## src/design/kws_pkg.sv

```systemverilog
// Shared constants and types for the kinematic window selection block.
package kws_pkg;

  localparam int KWS_BOUND_WIDTH = 16;
  localparam int NUM_REGS = 5;
  localparam int CFG_ADDR_W = 3;
  localparam int REG_W = 64;

  localparam logic [CFG_ADDR_W-1:0] REG_PT = 3'd0;
  localparam logic [CFG_ADDR_W-1:0] REG_MOM = 3'd1;
  localparam logic [CFG_ADDR_W-1:0] REG_THETA = 3'd2;
  localparam logic [CFG_ADDR_W-1:0] REG_RAP = 3'd3;
  localparam logic [CFG_ADDR_W-1:0] REG_PHI = 3'd4;

  localparam logic [REG_W-1:0] PT_RESET = 64'hFFFF0000FFFF0000;
  localparam logic [REG_W-1:0] MOM_RESET = 64'hFFFF0000FFFF0000;
  localparam logic [REG_W-1:0] THETA_RESET = 64'h6488000064880000;
  localparam logic [REG_W-1:0] RAP_RESET = 64'h6000A0006000A000;
  localparam logic [REG_W-1:0] PHI_RESET = 64'hC9100000C9100000;

  localparam logic [31:0] LN2_Q32 = 32'hB17217F8;

  localparam int SQ_W = 34;
  localparam int ROOT_W = 17;
  localparam int N_W = 36;
  localparam int K_W = 6;
  localparam int FRAC_W = 16;
  localparam int LOG_W = K_W + FRAC_W;
  localparam int MANT_W = 31;
  localparam int PROD_W = LOG_W + 32;

  localparam logic signed [15:0] Y_MAX = 16'sh7FFF;
  localparam logic signed [15:0] Y_MIN = 16'sh8000;

  typedef struct packed {
    logic [15:0] pt;
    logic [15:0] p;
    logic [14:0] theta;
    logic [15:0] phi;
    logic        cls;
    logic        pz_neg;
    logic [15:0] pz_abs;
    logic [15:0] energy;
    logic [32:0] tsq;
  } side_t;

  typedef struct packed {
    logic [15:0] pt;
    logic [15:0] p;
    logic [14:0] theta;
    logic [15:0] phi;
    logic        cls;
    logic        pz_neg;
    logic        t_zero;
    logic        n_zero;
  } side2_t;

endpackage

```

## src/design/kws_sqrt.sv

```systemverilog
// Pipelined integer square root, up to two result bits per stage.
module kws_sqrt #(
  parameter int TAG_W = 1
) (
  input  logic                        clk,
  input  logic                        rst,
  input  logic                        en,
  input  logic                        in_valid,
  input  logic [kws_pkg::SQ_W-1:0]    x,
  input  logic [TAG_W-1:0]            tag_in,
  output logic                        out_valid,
  output logic [kws_pkg::ROOT_W-1:0]  root,
  output logic [TAG_W-1:0]            tag_out
);

  localparam int STEPS = kws_pkg::ROOT_W;
  localparam int STAGES = (STEPS + 1) / 2;
  localparam int W = kws_pkg::SQ_W;

  logic [STAGES-1:0] vld;
  logic [W-1:0]      rem_r [STAGES];
  logic [W-1:0]      res_r [STAGES];
  logic [TAG_W-1:0]  tag_r [STAGES];

  for (genvar g = 0; g < STAGES; g++) begin : g_stage
    logic [W-1:0]     rem_i;
    logic [W-1:0]     res_i;
    logic [W-1:0]     rem_o;
    logic [W-1:0]     res_o;
    logic             vld_i;
    logic [TAG_W-1:0] tag_i;

    if (g == 0) begin : g_first
      assign rem_i = x;
      assign res_i = '0;
      assign vld_i = in_valid;
      assign tag_i = tag_in;
    end else begin : g_rest
      assign rem_i = rem_r[g-1];
      assign res_i = res_r[g-1];
      assign vld_i = vld[g-1];
      assign tag_i = tag_r[g-1];
    end

    always_comb begin
      logic [W-1:0] rm;
      logic [W-1:0] rs;
      logic [W-1:0] bt;
      rm = rem_i;
      rs = res_i;
      bt = '0;
      for (int j = 0; j < 2; j++) begin
        if (2 * g + j < STEPS) begin
          bt = W'(1) << (2 * (STEPS - 1 - (2 * g + j)));
          if (rm >= rs + bt) begin
            rm = rm - (rs + bt);
            rs = (rs >> 1) + bt;
          end else begin
            rs = rs >> 1;
          end
        end
      end
      rem_o = rm;
      res_o = rs;
    end

    always_ff @(posedge clk) begin
      if (rst) begin
        vld[g] <= 1'b0;
      end else if (en) begin
        vld[g] <= vld_i;
      end
    end

    always_ff @(posedge clk) begin
      if (en) begin
        rem_r[g] <= rem_o;
        res_r[g] <= res_o;
        tag_r[g] <= tag_i;
      end
    end
  end

  assign out_valid = vld[STAGES-1];
  assign root = res_r[STAGES-1][STEPS-1:0];
  assign tag_out = tag_r[STAGES-1];

endmodule

```

## config.mk

```make
export PLATFORM = sky130hd
export DESIGN_NAME = kws_sqrt
export DESIGN_NICKNAME = d
export VERILOG_FILES = /design/src/design/kws_pkg.sv /design/src/design/kws_sqrt.sv
export SDC_FILE = /design/constraint.sdc
export NUM_CORES = 1
export LEC_CHECK = 0
export BUFFER_PORTS_ARGS = -buffer_cell sky130_fd_sc_hd__buf_4
export CORE_AREA = 5 5 268 323
export CTS_CLUSTER_DIAMETER = 80
export CTS_CLUSTER_SIZE = 28
export DETAILED_ROUTE_END_ITERATION = 16
export DIE_AREA = 0 0 273 328
export PLACE_DENSITY = 0.53
export SLEW_MARGIN = 20
export SYNTH_ARGS = -nofsm -noshare
export SYNTH_HDL_FRONTEND = slang
export SYNTH_SLANG_ARGS = --single-unit
export TNS_END_PERCENT = 10
```

## constraint.sdc

```tcl
create_clock -name clk -period 8.05 [get_ports clk]
set_clock_uncertainty 0.15 [all_clocks]
set_input_delay 0 -clock clk [delete_from_list [all_inputs] [get_ports clk]]
set_output_delay 0 -clock clk [all_outputs]
set_load 0.05 [all_outputs]
```

Yosys cells after proc, flatten, opt, wreduce, memory -nomap -nowiden:

Memory sizes are Yosys's and may differ from the RTL's.
Index checks and enable logic that the tools add are counted.

* register bits: 9
* memory bits (writable): 621
* input bits: 39
* word-level logic and storage cells: 114
* memories: 3

* add/sub/neg operators: 49
* magnitude comparators: 17
* mux-type cells: 36

Memories
* rem_r: words 9, width 34, rd ports 8, clocked after Yosys merged registers in 0, write ports 9, RTL line kws_sqrt.sv:21 `logic [W-1:0] rem_r [STAGES];`
* res_r: words 9, width 34, rd ports 9, clocked after Yosys merged registers in 0, write ports 9, RTL line kws_sqrt.sv:22 `logic [W-1:0] res_r [STAGES];`
* tag_r: words 9, width 1, rd ports 9, clocked after Yosys merged registers in 0, write ports 9, RTL line kws_sqrt.sv:23 `logic [TAG_W-1:0] tag_r [STAGES];`

Operators with widths (number)
* 34-bit two-way mux: 33
* 34-bit greater-or-equal comparator: 16
* 34-bit subtractor: 16
* 33-bit by 1-bit adder with 34-bit output (second input constant): 1
* 33-bit by 11-bit adder with 34-bit output (second input constant): 1
* 33-bit by 13-bit adder with 34-bit output (second input constant): 1
* 33-bit by 15-bit adder with 34-bit output (second input constant): 1
* 33-bit by 17-bit adder with 34-bit output (second input constant): 1
* 33-bit by 19-bit adder with 34-bit output (second input constant): 1
* 33-bit by 21-bit adder with 34-bit output (second input constant): 1
* 33-bit by 23-bit adder with 34-bit output (second input constant): 1
* 33-bit by 25-bit adder with 34-bit output (second input constant): 1
* 33-bit by 27-bit adder with 34-bit output (second input constant): 1
* 33-bit by 29-bit adder with 34-bit output (second input constant): 1
* 33-bit by 3-bit adder with 34-bit output (second input constant): 1
* 33-bit by 31-bit adder with 34-bit output (second input constant): 1
* 33-bit by 5-bit adder with 34-bit output (second input constant): 1
* 33-bit by 7-bit adder with 34-bit output (second input constant): 1
* 33-bit by 9-bit adder with 34-bit output (second input constant): 1
* 34-bit by 1-bit adder with 34-bit output (second input constant): 1
* 34-bit by 11-bit adder with 34-bit output (second input constant): 1
* 34-bit by 13-bit adder with 34-bit output (second input constant): 1
* 34-bit by 15-bit adder with 34-bit output (second input constant): 1
* 34-bit by 17-bit adder with 34-bit output (second input constant): 1
* 15 further kinds: 16

Logic depth before layout (Yosys ltp):

Gate-level depths: netlist of the first run.
An unclocked memory read counts as a cell.

* word-level depth: 7
* mapped depth: 25
* depth with buffers taken out: 21

Worst setup path before layout of the first run:

Ideal clock, no wire load.

* kind: reg-to-reg
* start point: memory rem_r[0][215] (netlist bit)
* end point: memory rem_r[0][270] (netlist bit) (data pin)
* setup time: 167 ps
* data arrival time: 5350 ps
* required time: 7733 ps
* setup slack: 2383 ps
* stages on the path, launching flop included: 22
* path buffers: 3
* clock period less this slack: 5667 ps
* cell sequence: edfxtp_1 -> ha_1 -> a211oi_1 -> o21bai_1 -> or2_2 -> o21bai_1 -> nand2_1 -> clkbuf_1 -> buf_1 -> a21oi_1 -> ha_1 -> clkbuf_1 -> a21oi_1 -> o221ai_1 -> a21o_1 -> a21o_1 -> or3b_2 -> or3_1 -> a31o_2 -> or2_2 -> o31a_1 -> a211oi_1

RTL lines (RTL line)
* start, declared: kws_sqrt.sv:21

==> impl_metrics.csv, run 1 <==
group,metric,value,unit
outcome,outcome,"completed",
worst_setup_path,path_cells,"inv_1 > ha_1 > nor2b_1 > o311a_1 > o21ai_1 > and2_1 > nand3_1 > buf_4 > inv_1 > o21ai_0 > ha_1 > nand2_1 > nor2_1 > nand4_1 > nor4_1 > a31oi_1 > nand4_1 > or2_2 > mux2_2",
pwr,power,8940,uW
worst_setup_path,r2r-end,"rem_r[0][224]",
global_routing,grt_util_all_layers,0.142,
sta,slew-limit-headroom,0.150,
cts,clock_latency,0.58,ns
synth,async_flop_share,0,
route,vias_per_cell,5.13,
route,dr.first_iter.drc_count,1121,
die,core,82900,um^2
hold_path,hp-start,"tag_in",
cts,cts_resized,0,
hold_path,hp-class,"primary input to register",
global_routing,grt_max_degree,182,
sta,period_needed,6.41,ns
synth,synth_area,24700,um^2
cts,numCtsBuffers,34,
synth,synth_top_area_share,0.450,
worst_setup_path,cp-end-kind,"register",
sta,rsz0062_at_grt,"false",
finish,drive_gt1_frac,0.0812,
sta,setup_tns,0,ns
cts,clock-sinks,379,
worst_setup_path,cp_num_buf_inv,3,
route,ant_nets,0,
worst_setup_path,crit_path_top_delay_cell,"o21ai_1",
worst_setup_path,crit_type,"register to register",
cts,cts-hold-fix-buffers,72,
cts,cts_buffer_depth,3,
finish,area_delta_synth_final,14.6,%
cts,cts_tree,"built",
route,drc,0,
synth,seq_area_frac_synth,0.457,
sta,setup_viol,0,
synth,synthTopCellsByArea,"edfxtp_1 45%, ha_1 8.9%, xnor2_1 5.4%",
global_routing,grt_antenna_before_repair,0,
synth,yosysUniqueCellTypes,90,
finish,final_common_cell,"edfxtp_1",
global_routing,grt_pass1_vias,19100,
worst_setup_path,cpPeakStageDelay,0.54,ns
cts,clk_pin_slew,0.10,ns
worst_setup_path,reg2regPathDepth,19,
synth,syn_area_per_cell,10.3,um^2
synth,synth_top_area_cell,"edfxtp_1",
worst_setup_path,cp-startpoint,"res_r[5][10]",
sta,fin_crit_sh,0.796,
worst_setup_path,r2r-start,"res_r[5][10]",
placed_design,place_congestion,0.959,
finish,fin_nets,2729,
sta,worstMarginPinSlew,1.28,ns
hold_path,min_to,"tag_r[0]",
worst_setup_path,cp-start-kind,"register",
die,row_count,116,
flow_run,cap_viol_max_count,0,
worst_setup_path,worstPathMaxFanout,21,
die,ioPinCount,58,
worst_setup_path,reg2reg_slack,1.64,ns
pwr,powerDensity,316,nW/um^2
die,initial_core_util,0.298,
synth,synth_edf_count,370,
worst_setup_path,crit_required,8.21,ns
placed_design,port-buffer-count,57,
die,die_w,273,um
cts,post_cts_buffers,0,
route,first_pass_iters,5,
die,die_y,328,um
sta,fmax,0.156,GHz
synth,synth_warnings,0,
route,route.detailed.wl_per_inst,18.0,um
sta,hold_viol,0,
finish,design_area,28300,um^2
route,wirelength,65.7,mm
synth,synth_ff_type,"edfxtp_1",
pwr,leakagePower,0.0108,uW
global_routing,grt_overflow,0,
route,via_count,18800,
die,fp.dieArea,89500,um^2
synth,synth_seq_cells,379,
cts,cts_max_level,2,
synth,synth_nets,2614,
worst_setup_path,crit_family,"simple AND/OR/NAND/NOR gates",
finish,layout_common_cells,"370 x edfxtp_1, 191 x nor2_1, 176 x ha_1",
sta,slew_viol_final,0,
placed_design,place_area,26300,um^2
pwr,max-vdd-ir-drop,239,uV
cts,root_buffer,"clkbuf_16",
finish,diodes,0,
synth,syn_inst,2399,
global_routing,grt_pass1_wl,103,mm
hold_path,hold_depth,2,
placed_design,hpwl,50.4,mm
worst_setup_path,arrival,6.57,ns
logic make-up (layout without fill, tap and decap cells):
kind of cell    Yosys count  count (layout)  synth area share
simple gates            788             788             0.166
compound gates          550             550             0.147
flops                   379             379             0.457
buf+inv                 231             369            0.0375
xor+xnor                216             216            0.0767
fa+ha+maj               176             176            0.0892
mux                      59              59            0.0261
worst max path at each step:
stage	cells past startpoint	slack, ns	to
floorplan	21	2.38	rem_r[0][270]
global placement	17	1.68	rem_r[0][263]
detailed placement	17	1.69	rem_r[0][263]
CTS	17	1.65	rem_r[0][263]
global route	19	1.24	rem_r[0][263]
finish	19	1.64	rem_r[0][224]
Yosys cell counts, types with 9 or more instances:
master / number
nand3_1: 58
a211oi_1: 24
and2_1: 18
nand4_1: 45
o21a_1: 33
nor2b_1: 26
dfxtp_1: 9
o31ai_1: 14
a31oi_1: 17
nor3_1: 52
a21o_1: 55
nor3b_1: 11
o21bai_1: 14
o21ai_0: 110
nor2_1: 191
and3_1: 22
a211o_1: 10
xnor2_1: 153
or3_1: 25
clkbuf_1: 40
nand3b_1: 11
mux2i_1: 26
edfxtp_1: 370
ha_1: 176
o211ai_1: 24
or2_2: 17
or4_1: 14
nand2b_1: 19
inv_1: 166
nand2_1: 170
a31o_2: 11
mux2_2: 29
xor2_1: 63
nor4_1: 67
a21oi_1: 142
area by class of cell:
cell class / count / area [um^2]
clock inverters: 24 / 357
flip-flops and latches: 379 / 11300
inverters: 170 / 638
well taps: 1121 / 1400
fillers: 8267 / 54600
repair buffers: 140 / 1250
multi-input cells: 1789 / 12500
clock buffers: 35 / 876
per-layer routing:
layer,track usage,vias to the layer above,part of all wire
li1,-,9196,-
met1,0.155,8988,0.39
met2,0.272,423,0.53
met3,0.0172,154,0.034
met4,0.0642,0,0.047
met5,0,-,0
worst register-to-register path: stages, from the launching register on:
cell and delay, ns:
edfxtp_1 0.44, inv_1 0.12, ha_1 0.27, nor2b_1 0.17
o311a_1 0.33, o21ai_1 0.54, and2_1 0.32, nand3_1 0.10
buf_4 0.23, inv_1 0.38, o21ai_0 0.25, ha_1 0.44
nand2_1 0.14, nor2_1 0.24, nand4_1 0.12, nor4_1 0.46
a31oi_1 0.24, nand4_1 0.38, or2_2 0.42, mux2_2 0.39
metrics by stage:
stage	setup slack (ns)	util	hold WS, ns	instances
CTS	1.65	0.341	0.00492	3658
detailed placement	1.69	0.318	0.0414	3527
global placement	1.68	0.318	0.0398	3527
floorplan	2.38	-	-0.0511	2399
global route	1.24	0.341	0.0155	3658
finish	1.64	0.341	0.0445	3658
report_power, final:
part | internal (uW) | total, uW | switching (uW)
logic | 1710 | 4120 | 2410
registers | 2720 | 3020 | 304
clock network | 885 | 1800 | 914
flip-flops by register name, indices dropped and copies added, names as in the netlist:
register       cells
rem_r            272
res_r             89
tag_r              9
g_stage.vld_i      8
out_valid          1
No activity file was read; power rests on OpenSTA's default activity.
==> run 2: changes to the inputs <==
==> constraint.sdc (replaced) <==
create_clock -name clk -period 6 [get_ports clk]
set_clock_uncertainty 0.15 [all_clocks]
set_input_delay 0 -clock clk [delete_from_list [all_inputs] [get_ports clk]]
set_output_delay 0 -clock clk [all_outputs]
set_load 0.05 [all_outputs]
==> run 2 against run 1 <==
  * Flip-flop and latch count is the same
  * Non-clock buffer count grew 58
  * Critical path depth shrank 6
  * Sequential share of layout area shrank 0.56 points
  * Register-to-register slack lost 1.3 ns
  * Die area is the same
  * First-iteration DRC count shrank 16%
  * Largest cell class unchanged
==> impl_metrics.csv, run 2 (synthesis results as in run 1) <==
group,metric,value,unit
route,ant_nets,0,
worst_setup_path,cp-startpoint,"rem_r[0][128]",
sta,slew-limit-headroom,0.387,
worst_setup_path,path_cells,"or4_4 > or4_1 > a211o_1 > or3_4 > clkinv_2 > ha_1 > or4_1 > a41oi_2 > o2111a_1 > and3_1 > and3_1 > inv_2 > mux2_1",
sta,rsz0062_at_grt,"false",
worst_setup_path,r2r-start,"rem_r[0][128]",
hold_path,hp-class,"register to register",
cts,clk_pin_slew,0.07,ns
pwr,powerDensity,417,nW/um^2
worst_setup_path,crit_required,6.20,ns
cts,cts_buffer_depth,3,
finish,area_delta_synth_final,16.2,%
worst_setup_path,cp-start-kind,"register",
placed_design,hpwl,51.8,mm
route,route.detailed.wl_per_inst,17.9,um
die,core,82900,um^2
pwr,share_seq_of_total_power,0.338,
cts,numCtsBuffers,30,
outcome,outcome,"completed",
cts,root_buffer,"clkbuf_16",
finish,regMostFlops,"rem_r",
worst_setup_path,cp-end-kind,"register",
worst_setup_path,crit_family,"simple AND/OR/NAND/NOR gates",
finish,drive_gt1_frac,0.0993,
worst_setup_path,worstPathMaxFanout,15,
global_routing,grt_overflow,0,
global_routing,grt_pass1_wl,105,mm
worst_setup_path,cp_num_buf_inv,2,
finish,fin_util,0.346,
route,dr.first_iter.drc_count,938,
route,first_pass_iters,6,
sta,fmax,0.176,GHz
worst_setup_path,arrival,5.90,ns
sta,hold_viol,0,
worst_setup_path,cpPeakStageDelay,0.57,ns
sta,slew_viol_final,0,
pwr,leakagePower,0.0111,uW
finish,reg_top3,"rem_r: 272 flops, res_r: 89 flops, tag_r: 9 flops",
finish,diodes,0,
route,wirelength,66.6,mm
pwr,pwr-share-clk,0.189,
sta,period_needed,5.69,ns
die,initial_core_util,0.298,
finish,fin_nets,2783,
die,die_y,328,um
sta,setup_viol,0,
die,row_count,116,
pwr,p_int,7130,uW
hold_path,hp-start,"tag_r[4]",
global_routing,grt_max_degree,139,
sta,setup_tns,0,ns
finish,largest_reg_flops,272,
cts,cts_tree,"built",
route,drc,0,
pwr,p_sw_frac,0.404,
finish,final_common_cell,"edfxtp_1",
sta,worstMarginPinSlew,0.920,ns
route,vias_per_cell,5.08,
pwr,p_switching,4840,uW
worst_setup_path,crit_path_top_delay_cell,"or4_1",
pwr,power_frac_comb,0.473,
flow_run,cap_viol_max_count,0,
sta,fin_crit_sh,0.949,
die,ioPinCount,58,
global_routing,grt_antenna_before_repair,0,
global_routing,grt_pass1_vias,19400,
finish,layout_common_cells,"370 x edfxtp_1, 191 x nor2_1, 176 x ha_1",
placed_design,place_congestion,0.914,
pwr,max-vdd-ir-drop,253,uV
sta,setup_slack,0.306,ns
global_routing,grt_util_all_layers,0.144,
cts,cts_max_level,1,
die,fp.dieArea,89500,um^2
route,via_count,18800,
cts,post_cts_buffers,0,
placed_design,post-place-ws,0.192,ns
cts,clock-sinks,379,
worst_setup_path,crit_type,"register to register",
placed_design,port-buffer-count,57,
die,die_w,273,um
cts,clock_latency,0.65,ns
## run 2: changes by cell type in the layout (fill, tap and decap cells not counted), moves of 3 or more
| cell | before | now |
|---|---|---|
| dlygate4sd3_1 | 72 | 76 |
| buf_4 | 66 | 118 |
| inv_16 | 8 | 5 |
| inv_6 | 5 | 1 |
| inv_8 | 2 | 5 |
| clkbuf_16 | 35 | 30 |
## run 2: power by group through the flow
stage                     Clock, uW  Combinational, uW  Sequential [uW]
after floorplan                   0               4210             3920
after global placement            0               5480             4090
after detailed placement          0               5560             4100
after CTS                      2350               5640             4040
after global routing           2450               6260             4100
final                          2270               5660             4040
## run 2: worst paths after layout
| kind | end | cells past startpoint | slack (ns) |
|---|---|---|---|
| hold / removal | tag_r[5] | 0 | 0.27 |
| setup reg to reg | rem_r[0][159] | 13 | 0.31 |
| hold reg to reg | tag_r[5] | 0 | 0.27 |
| setup / recovery | rem_r[0][159] | 13 | 0.31 |
## run 2: cell type report
class | instances | area, um^2
repair buffers | 198 | 1720
clock inverters | 23 | 392
clock buffers | 30 | 751
fillers | 8236 | 54200
inverters | 170 | 639
multi-input cells | 1789 | 12500
well taps | 1121 | 1400
flip-flops and latches | 379 | 11300
## run 2: worst register-to-register path: stages (launching register included)
cell and delay [ns]:
edfxtp_1 0.53, or4_4 0.56, or4_1 0.46, a211o_1 0.38
or3_4 0.48, clkinv_2 0.24, ha_1 0.32, or4_1 0.57
a41oi_2 0.37, o2111a_1 0.30, and3_1 0.19, and3_1 0.49
inv_2 0.08, mux2_1 0.32
## run 2: metal layers
metal	track usage	wire, um
met1	0.151	25300
met2	0.289	36300
met3	0.0150	1970
met4	0.0605	3040
met5	0	0
## run 2: stage by stage
step / cell area (um^2) / hold WS, ns / total power (uW) / instances
after global placement: 26800 / 0.0316 / 9570 / 3581
after detailed placement: 26800 / 0.0329 / 9670 / 3581
after floorplan: 24700 / -0.0511 / 8130 / 2399
after global routing: 28700 / 0.277 / 12800 / 3710
final: 28700 / 0.271 / 12000 / 3710
after CTS: 28700 / 0.248 / 12000 / 3710
## run 2: repair_timing
| action | in CTS | in global routing |
|---|---|---|
| hold buffers | 76 | 0 |
| endpoints found under the hold margin | 143 | 0 |
| resized for setup | 0 | 6 |
| setup endpoints to repair | 0 | 38 |
==> run 3: changes to the inputs <==
--- a/config.mk
+++ b/config.mk
@@ -11,7 +11,7 @@
 export CTS_CLUSTER_SIZE = 28
 export DETAILED_ROUTE_END_ITERATION = 16
 export DIE_AREA = 0 0 273 328
-export PLACE_DENSITY = 0.53
+export PLACE_DENSITY_LB_ADDON = 0.12
 export SLEW_MARGIN = 20
 export SYNTH_ARGS = -nofsm -noshare
 export SYNTH_HDL_FRONTEND = slang
==> run 3 against run 2 <==
  * Worst setup slack got worse by 0.11 ns
  * Final cell count up 0.59%
  * Critical path depth up 8
  * Via count shrank 0.63%
  * Critical endpoint is now rem_r[0][270]
  * Largest power group unchanged
==> impl_metrics.csv, run 3 (synthesis results as in run 1) <==
group,metric,value,unit
global_routing,grt_pass1_wl,111,mm
route,via_count,18700,
sta,period_needed,5.80,ns
finish,fin_nets,2803,
die,row_count,116,
route,ant_nets,0,
pwr,powerDensity,421,nW/um^2
hold_path,hp-class,"register to register",
route,drc,0,
cts,clock_latency,0.63,ns
placed_design,hpwl,56.5,mm
pwr,max-vdd-ir-drop,249,uV
worst_setup_path,reg2regPathDepth,21,
die,initial_core_util,0.298,
cts,cts_buffer_depth,3,
finish,reg_top3,"rem_r: 272 flops, res_r: 89 flops, tag_r: 9 flops",
finish,drive_gt1_frac,0.107,
finish,regMostFlops,"rem_r",
route,dr.first_iter.drc_count,803,
sta,rsz0062_at_grt,"false",
sta,slew_viol_final,0,
worst_setup_path,cp-end-kind,"register",
die,ioPinCount,58,
global_routing,grt_overflow,0,
cts,numCtsBuffers,30,
finish,final_common_cell,"edfxtp_1",
cts,root_buffer,"clkbuf_16",
cts,cts_tree,"built",
cts,clk_pin_slew,0.09,ns
worst_setup_path,crit_required,6.30,ns
finish,design_area,28900,um^2
cts,cts_max_level,1,
sta,setup_tns,0,ns
sta,setup_viol,0,
worst_setup_path,worstPathMaxFanout,9,
sta,fin_crit_sh,0.967,
placed_design,place_congestion,0.900,
hold_path,hold_depth,0,
route,route.detailed.wl_per_inst,19.1,um
global_routing,grt_antenna_before_repair,0,
die,fp.dieArea,89500,um^2
finish,layout_common_cells,"370 x edfxtp_1, 191 x nor2_1, 176 x ha_1",
finish,largest_reg_flops,272,
placed_design,port-buffer-count,57,
die,die_w,273,um
worst_setup_path,arrival,6.10,ns
finish,area_delta_synth_final,17.0,%
outcome,outcome,"completed",
die,die_y,328,um
global_routing,grt_util_all_layers,0.155,
route,first_pass_iters,5,
worst_setup_path,crit_type,"register to register",
route,wirelength,71.3,mm
global_routing,grt_pass1_vias,19300,
global_routing,grt_max_degree,179,
sta,slew-limit-headroom,0.303,
sta,hold_viol,0,
placed_design,place_area,26900,um^2
worst_setup_path,cp-start-kind,"register",
finish,diodes,0,
pwr,leakagePower,0.0112,uW
finish,fill_cells,8357,
route,vias_per_cell,5.01,
sta,fmax,0.172,GHz
cts,clock-sinks,379,
sta,worstMarginPinSlew,1.04,ns
flow_run,cap_viol_max_count,0,
die,core,82900,um^2
==> run 3: where the power goes <==
| group | total (uW) | leakage, uW | internal, uW | switching [uW] |
|---|---|---|---|---|
| registers | 4050 | 0.00361 | 3640 | 409 |
| clock network | 2310 | 0.000562 | 1060 | 1250 |
| logic | 5800 | 0.00703 | 2440 | 3360 |
| total | 12200 | 0.0112 | 7140 | 5020 |
==> run 3: worst paths after layout <==
path	start	endpoint	slack, ns
min reg2reg	tag_r[2]	tag_r[3]	0.27
max	res_r[6][13]	rem_r[0][270]	0.20
max reg2reg	res_r[6][13]	rem_r[0][270]	0.20
min	tag_r[2]	tag_r[3]	0.27
==> run 3: cell type report <==
type / count / area (um^2) / area share
inverter: 170 / 638 / 0.0221
clock inverter: 25 / 430 / 0.0149
sequential: 379 / 11300 / 0.391
tap: 1121 / 1400 / 0.0486
timing repair buffer: 218 / 1880 / 0.0652
multi-input combinational: 1789 / 12500 / 0.432
clock buffer: 30 / 751 / 0.0260
==> run 3: worst max-delay path: stages, from the launching register on <==
cell,delay (ns)
edfxtp_1,0.49
inv_1,0.13
ha_1,0.40
and4_1,0.31
o21ai_0,0.11
a21oi_1,0.26
o21bai_1,0.15
nand2_1,0.16
buf_4,0.19
nor2_1,0.05
a21oi_1,0.24
ha_1,0.35
nand3_1,0.13
o221ai_1,0.13
a21o_1,0.23
a21o_1,0.19
or3b_2,0.45
or3_1,0.42
a31o_2,0.32
or2_2,0.31
o31a_1,0.25
a211oi_1,0.21
==> run 3: per-stage QoR <==
stage	hold slack (ns)	setup slack [ns]	util	power, uW	std cells
6_report	0.270	0.198	0.348	12200	3732
2_1_floorplan	-0.0511	0.333	-	8130	2399
4_1_cts	0.219	0.0583	0.348	12300	3731
3_3_place_gp	0.0287	0.126	0.325	9850	3600
5_1_grt	0.285	0.0134	0.348	13000	3732
3_5_place_dp	0.0293	0.0956	0.325	9860	3600
==> run 3: layer usage <==
metal | track usage | vias to the layer above | share of wire
met5 | 0 | - | 0
met4 | 0.0490 | 0 | 0.034
met3 | 0.0156 | 106 | 0.027
met2 | 0.318 | 311 | 0.56
met1 | 0.162 | 8956 | 0.38
li1 | - | 9339 | -
==> run 3: timing repair <==
action / 4_1_cts / 5_1_grt
gates resized for setup: 0 / 6
setup buffers: 0 / 1
endpoints found under the hold margin: 112 / 0
setup endpoints to repair: 0 / 13
hold buffers: 76 / 0
